--- src/hdl/tfc_pkg.sv ---
`default_nettype none

package tfc_pkg;

  // Frame layout
  localparam int FRAME_LAST  = 21;
  localparam int STORE_BYTES = 20;
  localparam int SUM_BYTES   = 18;
  localparam int STOP1_POS   = 20;
  localparam int CSUM_LOW    = 18;
  localparam int CSUM_HIGH   = 19;
  localparam int POS_W       = 5;

  localparam logic [7:0] STOP_BYTE     = 8'hFF;
  localparam logic [8:0] FLETCHER_MOD  = 9'd255;
  localparam logic [7:0] MIN_POLES     = 8'd2;

  // Duty / 100 as (duty >> 2) * ceil(2^19 / 25) >> 19, exact for 16-bit duty
  localparam logic [14:0] DUTY_RECIP = 15'd20972;
  localparam int          DUTY_SHIFT = 19;

  // Divider iteration count
  localparam int DIV_STEPS  = 32;
  localparam int DIV_CNT_W  = $clog2(DIV_STEPS);

  localparam int ERR_CNT_BITS_DEF = 16;

  // Register file
  localparam int CFG_ADDR_W = 4;
  localparam int CFG_DATA_W = 32;

  typedef enum logic [1:0] {
    STAT_GOOD     = 2'd0,
    STAT_STOP_ERR = 2'd1,
    STAT_CSUM_ERR = 2'd2
  } frame_status_t;

  typedef enum logic [1:0] {
    RS_IDLE,
    RS_DIVIDE,
    RS_HOLD
  } res_state_t;

  typedef enum logic [1:0] {
    REG_POLE_COUNT  = 2'd0,
    REG_BATT_MIN    = 2'd1,
    REG_VOLT_OFFSET = 2'd2
  } reg_index_t;

  typedef struct packed {
    logic             take;
    logic             restart;
    logic [POS_W-1:0] pos;
    logic             finish;
    logic             div_step;
    logic             load_out;
  } dp_cmd_t;

  typedef struct packed {
    logic frame_good;
  } dp_sts_t;

  typedef struct packed {
    logic [7:0]  pole_count;
    logic [15:0] batt_min;
    logic [9:0]  volt_offset;
  } cfg_t;

endpackage

`default_nettype wire

--- src/hdl/telemetry_frame_checker_unit.sv ---
// Accepts one telemetry byte per cycle while in_stall is low; a frame is 22 bytes.
// A bad frame's result goes straight to the hold state when its last byte is taken, a good
// frame's after the 32-step restoring divider for rpm / pole count; it then loads as output.
// The next frame is collected while the divider runs; only its last byte waits.
// Synchronous active-low reset clears the frame tracker, sums, error counters and
// output valid, and loads the register reset values; the frame store is not cleared.
`default_nettype none

module telemetry_frame_checker_unit
  import tfc_pkg::*;
#(
  parameter int ERROR_COUNT_BITS = ERR_CNT_BITS_DEF
)
(
  input  wire logic                  clk,
  input  wire logic                  rst_n,
  input  wire logic                  in_valid,
  output logic                       in_stall,
  input  wire logic [7:0]            in_data_byte,
  input  wire logic                  in_frame_start,
  output logic                       out_valid,
  input  wire logic                  out_stall,
  output logic [1:0]                 out_frame_status,
  output logic [16:0]                out_volts_centi,
  output logic [15:0]                out_temperature_raw,
  output logic signed [15:0]         out_current_raw,
  output logic [30:0]                out_motor_rpm,
  output logic [9:0]                 out_duty_in_pct,
  output logic [9:0]                 out_duty_out_pct,
  output logic [7:0]                 out_status_bits,
  output logic [15:0]                out_stop_error_count,
  output logic [15:0]                out_checksum_error_count,
  input  wire logic                  cfg_psel,
  input  wire logic                  cfg_penable,
  input  wire logic                  cfg_pwrite,
  input  wire logic [CFG_ADDR_W-1:0] cfg_paddr,
  input  wire logic [CFG_DATA_W-1:0] cfg_pwdata,
  output logic      [CFG_DATA_W-1:0] cfg_prdata,
  output logic                       cfg_pready
);

  cfg_t    cfg;
  dp_cmd_t cmd;
  dp_sts_t sts;

  tfc_regs u_regs (
    .clk         (clk),
    .rst_n       (rst_n),
    .cfg_psel    (cfg_psel),
    .cfg_penable (cfg_penable),
    .cfg_pwrite  (cfg_pwrite),
    .cfg_paddr   (cfg_paddr),
    .cfg_pwdata  (cfg_pwdata),
    .cfg_prdata  (cfg_prdata),
    .cfg_pready  (cfg_pready),
    .cfg         (cfg)
  );

  tfc_ctrl u_ctrl (
    .clk            (clk),
    .rst_n          (rst_n),
    .in_valid       (in_valid),
    .in_frame_start (in_frame_start),
    .in_stall       (in_stall),
    .out_valid      (out_valid),
    .out_stall      (out_stall),
    .sts            (sts),
    .cmd            (cmd)
  );

  tfc_dp #(
    .ERROR_COUNT_BITS (ERROR_COUNT_BITS)
  ) u_dp (
    .clk                      (clk),
    .rst_n                    (rst_n),
    .cmd                      (cmd),
    .cfg                      (cfg),
    .in_data_byte             (in_data_byte),
    .sts                      (sts),
    .out_frame_status         (out_frame_status),
    .out_volts_centi          (out_volts_centi),
    .out_temperature_raw      (out_temperature_raw),
    .out_current_raw          (out_current_raw),
    .out_motor_rpm            (out_motor_rpm),
    .out_duty_in_pct          (out_duty_in_pct),
    .out_duty_out_pct         (out_duty_out_pct),
    .out_status_bits          (out_status_bits),
    .out_stop_error_count     (out_stop_error_count),
    .out_checksum_error_count (out_checksum_error_count)
  );

endmodule

`default_nettype wire

--- src/hdl/tfc_regs.sv ---
`default_nettype none

module tfc_regs
  import tfc_pkg::*;
(
  input  wire logic                  clk,
  input  wire logic                  rst_n,
  input  wire logic                  cfg_psel,
  input  wire logic                  cfg_penable,
  input  wire logic                  cfg_pwrite,
  input  wire logic [CFG_ADDR_W-1:0] cfg_paddr,
  input  wire logic [CFG_DATA_W-1:0] cfg_pwdata,
  output logic      [CFG_DATA_W-1:0] cfg_prdata,
  output logic                       cfg_pready,
  output cfg_t                       cfg
);

  cfg_t       cfg_r;
  reg_index_t idx;
  logic       wr_en;

  assign idx        = reg_index_t'(cfg_paddr[3:2]);
  assign wr_en      = cfg_psel && cfg_penable && cfg_pwrite;
  assign cfg_pready = 1'b1;
  assign cfg        = cfg_r;

  // Write registers on the access phase
  always_ff @(posedge clk) begin
    if (!rst_n) begin
      cfg_r.pole_count  <= 8'd62;
      cfg_r.batt_min    <= 16'd6000;
      cfg_r.volt_offset <= 10'd150;
    end else if (wr_en) begin
      case (idx)
        REG_POLE_COUNT:  cfg_r.pole_count  <= cfg_pwdata[7:0];
        REG_BATT_MIN:    cfg_r.batt_min    <= cfg_pwdata[15:0];
        REG_VOLT_OFFSET: cfg_r.volt_offset <= cfg_pwdata[9:0];
        default: ;
      endcase
    end
  end

  // Read back
  always_comb begin
    case (idx)
      REG_POLE_COUNT:  cfg_prdata = CFG_DATA_W'(cfg_r.pole_count);
      REG_BATT_MIN:    cfg_prdata = CFG_DATA_W'(cfg_r.batt_min);
      REG_VOLT_OFFSET: cfg_prdata = CFG_DATA_W'(cfg_r.volt_offset);
      default:         cfg_prdata = '0;
    endcase
  end

endmodule

`default_nettype wire

--- src/hdl/tfc_ctrl.sv ---
`default_nettype none

module tfc_ctrl
  import tfc_pkg::*;
(
  input  wire logic clk,
  input  wire logic rst_n,
  input  wire logic in_valid,
  input  wire logic in_frame_start,
  output logic      in_stall,
  output logic      out_valid,
  input  wire logic out_stall,
  input  dp_sts_t   sts,
  output dp_cmd_t   cmd
);

  res_state_t           res_r, res_nxt;
  logic                 collecting_r, collecting_nxt;
  logic [POS_W-1:0]     pos_r, pos_nxt;
  logic [DIV_CNT_W-1:0] div_cnt_r, div_cnt_nxt;
  logic                 out_valid_r, out_valid_nxt;

  logic             accept;
  logic             take;
  logic             last;
  logic             load;
  logic             div_last;
  logic [POS_W-1:0] eff_pos;

  // Hold the final byte of a frame while the previous result is still in flight
  assign in_stall = collecting_r && (pos_r == POS_W'(FRAME_LAST)) && (res_r != RS_IDLE);
  assign accept   = in_valid && !in_stall;
  assign take     = accept && (in_frame_start || collecting_r);
  assign eff_pos  = in_frame_start ? '0 : pos_r;
  assign last     = take && (eff_pos == POS_W'(FRAME_LAST));
  assign load     = (res_r == RS_HOLD) && (!out_valid_r || !out_stall);
  assign div_last = div_cnt_r == DIV_CNT_W'(DIV_STEPS - 1);
  assign out_valid = out_valid_r;

  // Track byte position within the frame
  always_comb begin
    collecting_nxt = collecting_r;
    pos_nxt        = pos_r;
    if (take) begin
      if (last) begin
        collecting_nxt = 1'b0;
        pos_nxt        = '0;
      end else begin
        collecting_nxt = 1'b1;
        pos_nxt        = eff_pos + 1'b1;
      end
    end
  end

  // Result sequencer: next state
  always_comb begin
    res_nxt = res_r;
    case (res_r)
      RS_IDLE: begin
        if (last) begin
          res_nxt = sts.frame_good ? RS_DIVIDE : RS_HOLD;
        end
      end
      RS_DIVIDE: begin
        if (div_last) begin
          res_nxt = RS_HOLD;
        end
      end
      RS_HOLD: begin
        if (load) begin
          res_nxt = RS_IDLE;
        end
      end
      default: res_nxt = RS_IDLE;
    endcase
  end

  // Result sequencer: commands
  always_comb begin
    cmd.take      = take;
    cmd.restart   = take && in_frame_start;
    cmd.pos       = eff_pos;
    cmd.finish    = last;
    cmd.div_step  = 1'b0;
    cmd.load_out  = 1'b0;
    div_cnt_nxt   = '0;
    case (res_r)
      RS_IDLE: ;
      RS_DIVIDE: begin
        cmd.div_step  = 1'b1;
        div_cnt_nxt   = div_cnt_r + 1'b1;
      end
      RS_HOLD: begin
        cmd.load_out = load;
      end
      default: ;
    endcase
  end

  // Output word valid: set on load, drop once taken
  always_comb begin
    if (load) begin
      out_valid_nxt = 1'b1;
    end else begin
      out_valid_nxt = out_valid_r && out_stall;
    end
  end

  always_ff @(posedge clk) begin
    if (!rst_n) begin
      res_r        <= RS_IDLE;
      collecting_r <= 1'b0;
      pos_r        <= '0;
      div_cnt_r    <= '0;
      out_valid_r  <= 1'b0;
    end else begin
      res_r        <= res_nxt;
      collecting_r <= collecting_nxt;
      pos_r        <= pos_nxt;
      div_cnt_r    <= div_cnt_nxt;
      out_valid_r  <= out_valid_nxt;
    end
  end

endmodule

`default_nettype wire

--- src/hdl/tfc_dp.sv ---
`default_nettype none

module tfc_dp
  import tfc_pkg::*;
#(
  parameter int ERROR_COUNT_BITS = ERR_CNT_BITS_DEF
)
(
  input  wire logic        clk,
  input  wire logic        rst_n,
  input  dp_cmd_t          cmd,
  input  cfg_t             cfg,
  input  wire logic [7:0]  in_data_byte,
  output dp_sts_t          sts,
  output logic [1:0]       out_frame_status,
  output logic [16:0]      out_volts_centi,
  output logic [15:0]      out_temperature_raw,
  output logic signed [15:0] out_current_raw,
  output logic [30:0]      out_motor_rpm,
  output logic [9:0]       out_duty_in_pct,
  output logic [9:0]       out_duty_out_pct,
  output logic [7:0]       out_status_bits,
  output logic [15:0]      out_stop_error_count,
  output logic [15:0]      out_checksum_error_count
);

  // Frame bytes 0..19 as a shift line; byte k ends in entry k
  logic [7:0] store_r [STORE_BYTES];

  logic [7:0] low_r, high_r;
  logic       stop1_ok_r;
  logic [ERROR_COUNT_BITS-1:0] stop_cnt_r, csum_cnt_r;

  // Pending decoded fields of the finished frame
  frame_status_t pend_status_r;
  logic [16:0]   pend_volts_r;
  logic [15:0]   pend_temp_r;
  logic [15:0]   pend_current_r;
  logic [9:0]    pend_din_r, pend_dout_r;
  logic [7:0]    pend_bits_r;

  // Rpm divider: quotient builds up in the dividend register
  logic [31:0] rpm_q_r;
  logic [7:0]  rpm_rem_r;
  logic [7:0]  poles_r;

  // Output registers
  frame_status_t out_status_r;
  logic [16:0]   out_volts_r;
  logic [15:0]   out_temp_r;
  logic [15:0]   out_current_r;
  logic [30:0]   out_rpm_r;
  logic [9:0]    out_din_r, out_dout_r;
  logic [7:0]    out_bits_r;
  logic [15:0]   out_stop_cnt_r, out_csum_cnt_r;

  logic [7:0]  low_base, high_base, low_mod, high_mod;
  logic [8:0]  low_sum, high_sum;
  logic        stop_ok, sum_ok, good;
  logic [15:0] volts_raw;
  logic [7:0]  poles_eff;
  logic [8:0]  rpm_trial;
  logic        rpm_qbit;
  logic [13:0] din_quarter, dout_quarter;
  logic [28:0] din_prod, dout_prod;

  // Fletcher-16 running sums, each reduced mod 255 by one compare and subtract
  assign low_base  = cmd.restart ? '0 : low_r;
  assign high_base = cmd.restart ? '0 : high_r;
  assign low_sum   = {1'b0, low_base} + {1'b0, in_data_byte};
  assign low_mod   = (low_sum >= FLETCHER_MOD) ? 8'(low_sum - FLETCHER_MOD) : low_sum[7:0];
  assign high_sum  = {1'b0, high_base} + {1'b0, low_mod};
  assign high_mod  = (high_sum >= FLETCHER_MOD) ? 8'(high_sum - FLETCHER_MOD) : high_sum[7:0];

  // Judge the frame on its last byte
  assign stop_ok = stop1_ok_r && (in_data_byte == STOP_BYTE);
  assign sum_ok  = (low_r == store_r[CSUM_LOW]) && (high_r == store_r[CSUM_HIGH]);
  assign good    = stop_ok && sum_ok;
  assign sts.frame_good = good;

  assign volts_raw = {store_r[1], store_r[0]};
  assign poles_eff = (cfg.pole_count < MIN_POLES) ? MIN_POLES : cfg.pole_count;

  // Duty / 100 by reciprocal multiplication of duty / 4
  assign din_quarter  = {store_r[13], store_r[12][7:2]};
  assign dout_quarter = {store_r[15], store_r[14][7:2]};
  assign din_prod     = 29'(din_quarter) * 29'(DUTY_RECIP);
  assign dout_prod    = 29'(dout_quarter) * 29'(DUTY_RECIP);

  // One restoring division step
  assign rpm_trial  = {rpm_rem_r, rpm_q_r[31]};
  assign rpm_qbit   = rpm_trial >= {1'b0, poles_r};

  // Collect bytes and running sums
  always_ff @(posedge clk) begin
    if (!rst_n) begin
      low_r      <= '0;
      high_r     <= '0;
      stop1_ok_r <= 1'b0;
    end else if (cmd.take) begin
      if (cmd.pos < POS_W'(SUM_BYTES)) begin
        low_r  <= low_mod;
        high_r <= high_mod;
      end
      if (cmd.pos == POS_W'(STOP1_POS)) begin
        stop1_ok_r <= in_data_byte == STOP_BYTE;
      end
    end
  end

  always_ff @(posedge clk) begin
    if (cmd.take && (cmd.pos < POS_W'(STORE_BYTES))) begin
      for (int i = 0; i < STORE_BYTES - 1; i++) begin
        store_r[i] <= store_r[i + 1];
      end
      store_r[STORE_BYTES - 1] <= in_data_byte;
    end
  end

  // Saturating error counters
  always_ff @(posedge clk) begin
    if (!rst_n) begin
      stop_cnt_r <= '0;
      csum_cnt_r <= '0;
    end else if (cmd.finish) begin
      if (!stop_ok) begin
        if (stop_cnt_r != '1) begin
          stop_cnt_r <= stop_cnt_r + 1'b1;
        end
      end else if (!sum_ok) begin
        if (csum_cnt_r != '1) begin
          csum_cnt_r <= csum_cnt_r + 1'b1;
        end
      end
    end
  end

  // Latch decoded fields and divider operands; on a bad frame zero all but the status
  always_ff @(posedge clk) begin
    if (cmd.finish) begin
      rpm_rem_r  <= '0;
      poles_r    <= poles_eff;
      if (good) begin
        pend_status_r  <= STAT_GOOD;
        pend_volts_r   <= (volts_raw > cfg.batt_min) ?
                          17'(volts_raw) + 17'(cfg.volt_offset) : 17'(volts_raw);
        pend_temp_r    <= {store_r[3], store_r[2]};
        pend_current_r <= {store_r[5], store_r[4]};
        pend_din_r     <= din_prod[DUTY_SHIFT +: 10];
        pend_dout_r    <= dout_prod[DUTY_SHIFT +: 10];
        pend_bits_r    <= store_r[16];
        rpm_q_r        <= {store_r[11], store_r[10], store_r[9], store_r[8]};
      end else begin
        pend_status_r  <= stop_ok ? STAT_CSUM_ERR : STAT_STOP_ERR;
        pend_volts_r   <= '0;
        pend_temp_r    <= '0;
        pend_current_r <= '0;
        pend_din_r     <= '0;
        pend_dout_r    <= '0;
        pend_bits_r    <= '0;
        rpm_q_r        <= '0;
      end
    end else if (cmd.div_step) begin
      rpm_rem_r <= rpm_qbit ? 8'(rpm_trial - {1'b0, poles_r}) : rpm_trial[7:0];
      rpm_q_r   <= {rpm_q_r[30:0], rpm_qbit};
    end
  end

  // Load the output word
  always_ff @(posedge clk) begin
    if (cmd.load_out) begin
      out_status_r   <= pend_status_r;
      out_volts_r    <= pend_volts_r;
      out_temp_r     <= pend_temp_r;
      out_current_r  <= pend_current_r;
      out_rpm_r      <= rpm_q_r[30:0];
      out_din_r      <= pend_din_r;
      out_dout_r     <= pend_dout_r;
      out_bits_r     <= pend_bits_r;
      out_stop_cnt_r <= 16'(stop_cnt_r);
      out_csum_cnt_r <= 16'(csum_cnt_r);
    end
  end

  assign out_frame_status         = out_status_r;
  assign out_volts_centi          = out_volts_r;
  assign out_temperature_raw      = out_temp_r;
  assign out_current_raw          = $signed(out_current_r);
  assign out_motor_rpm            = out_rpm_r;
  assign out_duty_in_pct          = out_din_r;
  assign out_duty_out_pct         = out_dout_r;
  assign out_status_bits          = out_bits_r;
  assign out_stop_error_count     = out_stop_cnt_r;
  assign out_checksum_error_count = out_csum_cnt_r;

endmodule

`default_nettype wire
--- config.mk ---
export PLATFORM = sky130hd
export DESIGN_NAME = telemetry_frame_checker_unit
export DESIGN_NICKNAME = d
export VERILOG_FILES = /design/src/hdl/tfc_pkg.sv /design/src/hdl/telemetry_frame_checker_unit.sv /design/src/hdl/tfc_regs.sv /design/src/hdl/tfc_ctrl.sv /design/src/hdl/tfc_dp.sv
export SDC_FILE = /design/constraint.sdc
export NUM_CORES = 1
export LEC_CHECK = 0
export BUFFER_PORTS_ARGS = -buffer_cell sky130_fd_sc_hd__buf_2
export CORE_MARGIN = 4
export CORE_UTILIZATION = 50
export CTS_CLUSTER_DIAMETER = 30
export DETAILED_ROUTE_END_ITERATION = 8
export GPL_ROUTABILITY_DRIVEN = 0
export PLACE_DENSITY = 0.69
export SLEW_MARGIN = 20
export SYNTH_ARGS = -nofsm -noshare
export SYNTH_HDL_FRONTEND = slang
export SYNTH_SLANG_ARGS = --single-unit
--- constraint.sdc ---
create_clock -name clk -period 9.7 [get_ports clk]
set_clock_uncertainty 0.1 [all_clocks]
set_input_delay 0.97 -clock clk [delete_from_list [all_inputs] [get_ports clk]]
set_output_delay 0.97 -clock clk [all_outputs]
set_load 0.05 [all_outputs]
-- Word level (Yosys, flattened, before mapping)
Memory sizes are Yosys's and may differ from the RTL's.
Index checks and enable logic that the tools add are counted.
- register bits after elaboration: 366
- memory bits (writable): 160
- input port bits: 52
- output and inout port bits: 177
- logic and storage cells: 129
- memories: 1
- memories (memory ; words ; width ; rd ports ; clocked after Yosys merged registers in ; write ports ; line ; source):
    u_dp.store_r ; 20 ; 8 ; 20 ; 0 ; 20 ; tfc_dp.sv:28 ; logic [7:0] store_r [STORE_BYTES];
- add/subtract/negate cells: 10
- multiply operators: 2
- order comparisons: 7
- equal/unequal tests: 16
- multiplexer cells: 24
- bitwise logic cells: 2
- reduce and logical (&&, ||, !) cells: 33
- operators with widths (kind ; count):
    2-to-1 mux 32 bit ; 3
    multiplier 14 x 13 -> 27 bit, second input constant ; 2
    case mux 16 bit (3 select lines) ; 1
    2-to-1 mux 8 bit ; 5
    adder 16 x 1 -> 16 bit, second input constant ; 2
    != test 16 bit, second input constant ; 2
    equality test 5 bit, second input constant ; 4
    adder 8 x 8 -> 9 bit ; 2
    greater-or-equal comparator 9 x 8 -> 1 bit, second input constant ; 2
    adder 16 x 10 -> 17 bit ; 1
    equality test 8 bit ; 2
    greater-than comparator 16 bit ; 1
    2-to-1 mux 16 bit ; 1
    subtractor 8 bit, second input constant ; 2
    logical AND 1 bit ; 14
    AND reduction 2 bit ; 7
    adder 5 x 1 -> 5 bit, second input constant ; 2
    less-than comparator 5 bit, second input constant ; 2
    2-to-1 mux 2 bit ; 5
    2-to-1 mux 5 bit ; 2
    greater-or-equal comparator 9 x 8 -> 1 bit ; 1
    equality test 8 bit, second input constant ; 1
    less-than comparator 8 x 2 -> 1 bit, second input constant ; 1
    subtractor 8 bit ; 1
    other kinds (12) ; 28

-- Depth between registers and ports, before layout
- depth after elaboration: 14
- depth in mapped cells: 28
- depth with buffers taken out: 25

-- Cells and area by module
A second synthesis with hierarchy kept.
- cell total of the unflattened synthesis: 2276
- area total of the unflattened synthesis: 28250.8 µm²
- by module, submodules not included (module ; times used ; cells each ; area each (µm²) ; seq. area each (µm²)):
    tfc_dp ; 1 ; 1982 ; 25697.1 ; 13783.2
    tfc_regs ; 1 ; 201 ; 1755.4 ; 680.7
    tfc_ctrl ; 1 ; 93 ; 798.3 ; 280.3

-- Worst setup path after synthesis
OpenSTA, ideal clock, no wires.
- path kind: input -> register
- from: input in_frame_start
- to: memory u_dp.store_r[0][0] (enable)
- library setup time: 0.685 ns
- arrival: 8.096 ns
- required time: 8.915 ns
- slack: 0.819 ns
- stages on the path: 4
- buffers on the path: 1
- cells stage by stage: buf_2 -> or2_2 -> o311ai_4 -> nor2_1
- RTL lines (element ; line ; source):
    from (decl) ; telemetry_frame_checker_unit.sv:20 ; input wire logic in_frame_start,
    to (decl) ; tfc_dp.sv:28 ;

-- Final worst setup path
- from: register u_ctrl.pos_r[1]
- to: register u_dp.high_r[6]
- cells in the longest elaborated chain, start to end: 14
- elaborated cells between the ends (all ways): 20
- those cells by class: add/sub: 4; order compare: 3; eq/ne: 1; mux: 5; reduce/logical: 7
- RTL lines (element ; line ; source):
    from (decl) ; tfc_ctrl.sv:19 ; logic [POS_W-1:0] pos_r, pos_nxt;
    from (signal assigned) ; tfc_ctrl.sv:119 ; pos_r <= pos_nxt;
    equality test 5 bit (*) ; tfc_ctrl.sv:31 ; assign in_stall = collecting_r && (pos_r == POS_W'(FRAME_LAST)) && (res_r != RS_IDLE);
    logical AND 1 bit (*) (2 in series) ; tfc_ctrl.sv:31 ;
    zero test 1 bit (*) ; tfc_ctrl.sv:32 ; assign accept = in_valid && !in_stall;
    logical AND 1 bit (*) ; tfc_ctrl.sv:32 ;
    logical AND 1 bit (*) ; tfc_ctrl.sv:33 ; assign take = accept && (in_frame_start || collecting_r);
    logical AND 1 bit (*) ; tfc_ctrl.sv:81 ; cmd.restart = take && in_frame_start;
    2-to-1 mux 8 bit (*) ; tfc_dp.sv:68 ; assign low_base = cmd.restart ? '0 : low_r;
    adder 8 x 8 -> 9 bit (*) ; tfc_dp.sv:70 ; assign low_sum = {1'b0, low_base} + {1'b0, in_data_byte};
    subtractor 8 bit or greater-or-equal comparator 9 x 8 -> 1 bit (tied branches) ; tfc_dp.sv:71 ; assign low_mod = (low_sum >= FLETCHER_MOD) ? 8'(low_sum - FLETCHER_MOD) : low_sum[7:0];
    2-to-1 mux 8 bit (*) ; tfc_dp.sv:71 ;
    named net u_dp.low_mod[1] ; tfc_dp.sv:57 ; logic [7:0] low_base, high_base, low_mod, high_mod;
    adder 8 x 8 -> 9 bit (*) ; tfc_dp.sv:72 ; assign high_sum = {1'b0, high_base} + {1'b0, low_mod};
    subtractor 8 bit or greater-or-equal comparator 9 x 8 -> 1 bit (tied branches) ; tfc_dp.sv:73 ; assign high_mod = (high_sum >= FLETCHER_MOD) ? 8'(high_sum - FLETCHER_MOD) : high_sum[7:0];
    2-to-1 mux 8 bit (*) ; tfc_dp.sv:73 ;
    to (signal assigned) ; tfc_dp.sv:103 ; high_r <= high_mod;
    to (decl) ; tfc_dp.sv:30 ; logic [7:0] low_r, high_r;
Mark *: on every way through the listed nets, which the timed path passes. The rest lies on a longest branch.
A chain may end at the register's enable or synchronous reset.

==> flow_summary.json <==
{
  "p_sw_share_pct": 28.9,
  "grt_overflow": 0,
  "highest_layer": "met4",
  "grt_pass1_wl_um": 97100,
  "antenna_found_initial": 4,
  "tightest_slew_ns": 1.03,
  "num_rows": 86,
  "die-area_um2": 59400,
  "cts_tree": "yes",
  "rsz0062_at_grt": "no",
  "netlist_instances": 2287,
  "crit_type": "reg -> reg",
  "final_core_util_pct": 60.0,
  "routed_wl_um": 59900,
  "intPower_mw": 5.56,
  "critPathBufInv": 2,
  "cp.required_ns": 10.15,
  "crit_fanout": 16,
  "cts_setup_buffers": 0,
  "cts_buffers": 102,
  "dr.pass1.iters": 5,
  "synth_warnings": 0,
  "crit_path_start": "u_ctrl.pos_r[1]",
  "die-height_um": 244,
  "via_count": 17700,
  "fmax_mhz": 137,
  "cap_viol_max_count": 0,
  "die_x_um": 244,
  "final.period_utilization_pct": 75.4,
  "cts_max_level": 3,
  "cts.sinks": 526,
  "grt_max_degree": 86,
  "place_hpwl_um": 42200,
  "report.final.slew_viol_count": 0,
  "core_um2": 55100,
  "yosysMostFrequentCell": "edfxtp_1",
  "cts_buffer_depth": 3,
  "finalNetCount": 2972,
  "hold_viol": 0,
  "cts_hold_buffers": 0,
  "synth_top_area_cell": "edfxtp_1",
  "outcome": "finished, final reports clean",
  "postSynthAreaPerCell_um2": 12.1,
  "r2r-start": "u_ctrl.pos_r[1]",
  "clk-insertion-delay-late_ns": 0.63,
  "io_pins": 229,
  "drive_gt1_share_pct": 15.4,
  "crit_family": "simple AND/OR/NAND/NOR gates",
  "critPathMaxStageDelay_ns": 0.88,
  "met3_wirelength_um": 3340,
  "dr_wl_met2_um": 30100,
  "start_util_pct": 50.4,
  "cp.arrival_ns": 7.76,
  "total_leakage_power_nw": 13.6,
  "p_comb_share_pct": 23.2,
  "synthFlopType": "edfxtp_1",
  "wl_per_cell_um": 17.8,
  "p_sw_mw": 2.26,
  "ys_types": 73,
  "path_cells": "nand4b_1 -> o31ai_1 -> inv_1 -> nand2_1 -> and2_1 -> ha_1 -> inv_1 -> fa_1 -> nor2b_1 -> o31a_1 -> nor4_1 -> a2111oi_1 -> nor4_1 -> nor2_1 -> mux2_2 -> fa_1 -> a211oi_1 -> nor2_1 -> xnor2_1 -> nor3_1 -> nand3_1 -> or3b_2 -> a31oi_1",
  "sequentialPowerShare_pct": 32.4,
  "clk_pin_slew_worst_paths_ns": 0.05,
  "holdCritPathClass": "reg -> reg",
  "synth_area_leaders": "edfxtp_1 45%, ha_1 11%, fa_1 9.4%, dfxtp_1 7.6%, inv_1 3.8%",
  "track_usage_pct": 20.3,
  "fill_cells": 4319,
  "avgViaCountPerCell": 5.26,
  "drc": 0,
  "tns_ns": 0,
  "met1_length_um": 24600,
  "ir_drop_mv": 0.213,
  "yosysSeqAreaShare_pct": 53.1,
  "syn2layout_area_growth_pct": 18.9,
  "drt_iter0_drc": 1092,
  "p_per_area_nw_per_um2": 237,
  "port_buffers": 193,
  "min_period_ns": 7.32,
  "synth_top_area_share_pct": 45.5,
  "power.share.clock_pct": 44.4,
  "synth_edf_count": 421,
  "maxSlewHeadroom_pct": 30.9,
  "synth_area_um2": 27800,
  "drtAntennaViolNets": 0,
  "grt_pass1_vias": 18600,
  "critPathSlowestCell": "a2111oi_1",
  "setup_viol": 0,
  "synth_seq_cells": 526,
  "crit_path_end_kind": "register",
  "synthArstFlopShare_pct": 0,
  "cts_resized": 0,
  "hold_path.startpoint": "u_dp.pend_temp_r[0]",
  "synth_common_cells": "421 x edfxtp_1, 282 x inv_1, 251 x ha_1",
  "root_buffer": "clkbuf_16",
  "start_kind": "register"
}
==> worst paths after layout <==
kind | to | slack (ns) | depth (start not counted)
max | u_dp.high_r[6] | 2.38 | 23
min | u_dp.out_temperature_raw[0] | 0.31 | 0
max reg2reg | u_dp.high_r[6] | 2.38 | 23
min reg2reg | u_dp.out_temperature_raw[0] | 0.31 | 0
==> cell usage in the layout, fill, tap and decap left out, drive strengths merged, types with 8 or more instances in the layout <==
master	Yosys	final
nand3	50	50
nor4	14	14
nand4	28	28
edfxtp	421	421
bufinv	0	11
o21ai	87	87
nand2b	13	13
nor3	32	32
nor3b	8	8
o21a	15	15
fa	130	130
a211oi	10	10
clkinv	2	39
a31oi	8	8
a21o	25	25
clkbuf	51	121
inv	282	289
xor2	25	25
and2	67	67
nor2b	14	14
buf	24	208
a21oi	87	87
o211ai	13	13
nand2	193	193
and3	10	10
o31ai	8	8
xnor2	75	75
conb	2	17
mux2i	19	19
or2	8	8
nor2	138	138
dfxtp	105	105
clkinvlp	0	13
ha	251	251
==> registers in the layout, summed over array words and instances (netlist names), 16 cells and up <==
signal / cells
u_dp.store_r: 160
u_regs.cfg: 34
u_dp.rpm_q_r: 32
u_dp.out_motor_rpm: 31
u_dp.out_volts_centi: 17
u_dp.pend_volts_r: 17
u_dp.csum_cnt_r: 16
u_dp.out_checksum_error_count: 16
u_dp.out_current_raw: 16
u_dp.out_stop_error_count: 16
u_dp.out_temperature_raw: 16
u_dp.pend_current_r: 16
u_dp.pend_temp_r: 16
u_dp.stop_cnt_r: 16
==> area by class of cell <==
| cell class | count | area [µm²] | area share, % |
|---|---|---|---|
| flip-flops and latches | 526 | 14700 | 44.6 |
| inverters | 284 | 1070 | 3.23 |
| clock buffers | 121 | 2750 | 8.32 |
| diodes | 3 | 7.51 | 0.0227 |
| clock inverters | 68 | 743 | 2.25 |
| well taps | 748 | 936 | 2.83 |
| repair buffers | 208 | 1090 | 3.29 |
| multi-input cells | 1417 | 11700 | 35.4 |
==> through the flow <==
stage	hold WS (ns)	total power [mW]	cell area [µm²]	worst slack, ns	instances
after floorplan	0.300	3.96	27800	0.819	2302
after global placement	0.300	4.31	29500	2.72	3183
after detailed placement	0.305	4.37	29500	2.47	3183
after CTS	0.308	7.90	33000	2.50	3372
after global routing	0.315	8.29	33000	1.94	3373
final	0.310	7.82	33000	2.38	3375
==> routing by layer <==
metal,vias up,track usage [%]
met5,-,0
met4,0,8.08
met3,107,3.61
met2,493,35.4
met1,8692,25.3
li1,8448,-
==> worst register-to-register path, stage by stage, from the launching register on <==
cell,delay [ns]
dfxtp_1,0.34
nand4b_1,0.28
o31ai_1,0.53
inv_1,0.10
nand2_1,0.44
and2_1,0.22
ha_1,0.19
inv_1,0.07
fa_1,0.41
nor2b_1,0.22
o31a_1,0.21
nor4_1,0.07
a2111oi_1,0.88
nor4_1,0.27
nor2_1,0.27
mux2_2,0.40
fa_1,0.50
a211oi_1,0.32
nor2_1,0.12
xnor2_1,0.16
nor3_1,0.36
nand3_1,0.16
or3b_2,0.46
a31oi_1,0.16
==> power by group through the flow <==
stage / Combinational (mW) / Sequential [mW] / Clock, mW
after detailed placement: 1.79 / 2.57 / 0
final: 1.81 / 2.53 / 3.48
after global placement: 1.73 / 2.57 / 0
after floorplan: 1.40 / 2.56 / 0
after CTS: 1.82 / 2.53 / 3.54
after global routing: 2.08 / 2.54 / 3.66
==> cell families (layout without fill, tap and decap cells) <==
kind of cell             count (synthesis)  count (layout)  share of synthesized area [%]
AND/OR/NAND/NOR                        592             592                           10.3
adder cells (fa/ha/maj)                381             381                           20.7
XOR/XNOR                               100             100                           3.15
AO/OA/AOI/OAI                          307             307                           6.93
flip-flops                             526             526                           53.1
multiplexers                            20              20                          0.725
buffers and inverters                  359             681                           5.16
other                                    2              20                         0.0270
Note: power is estimated with default switching activity, not from simulation.
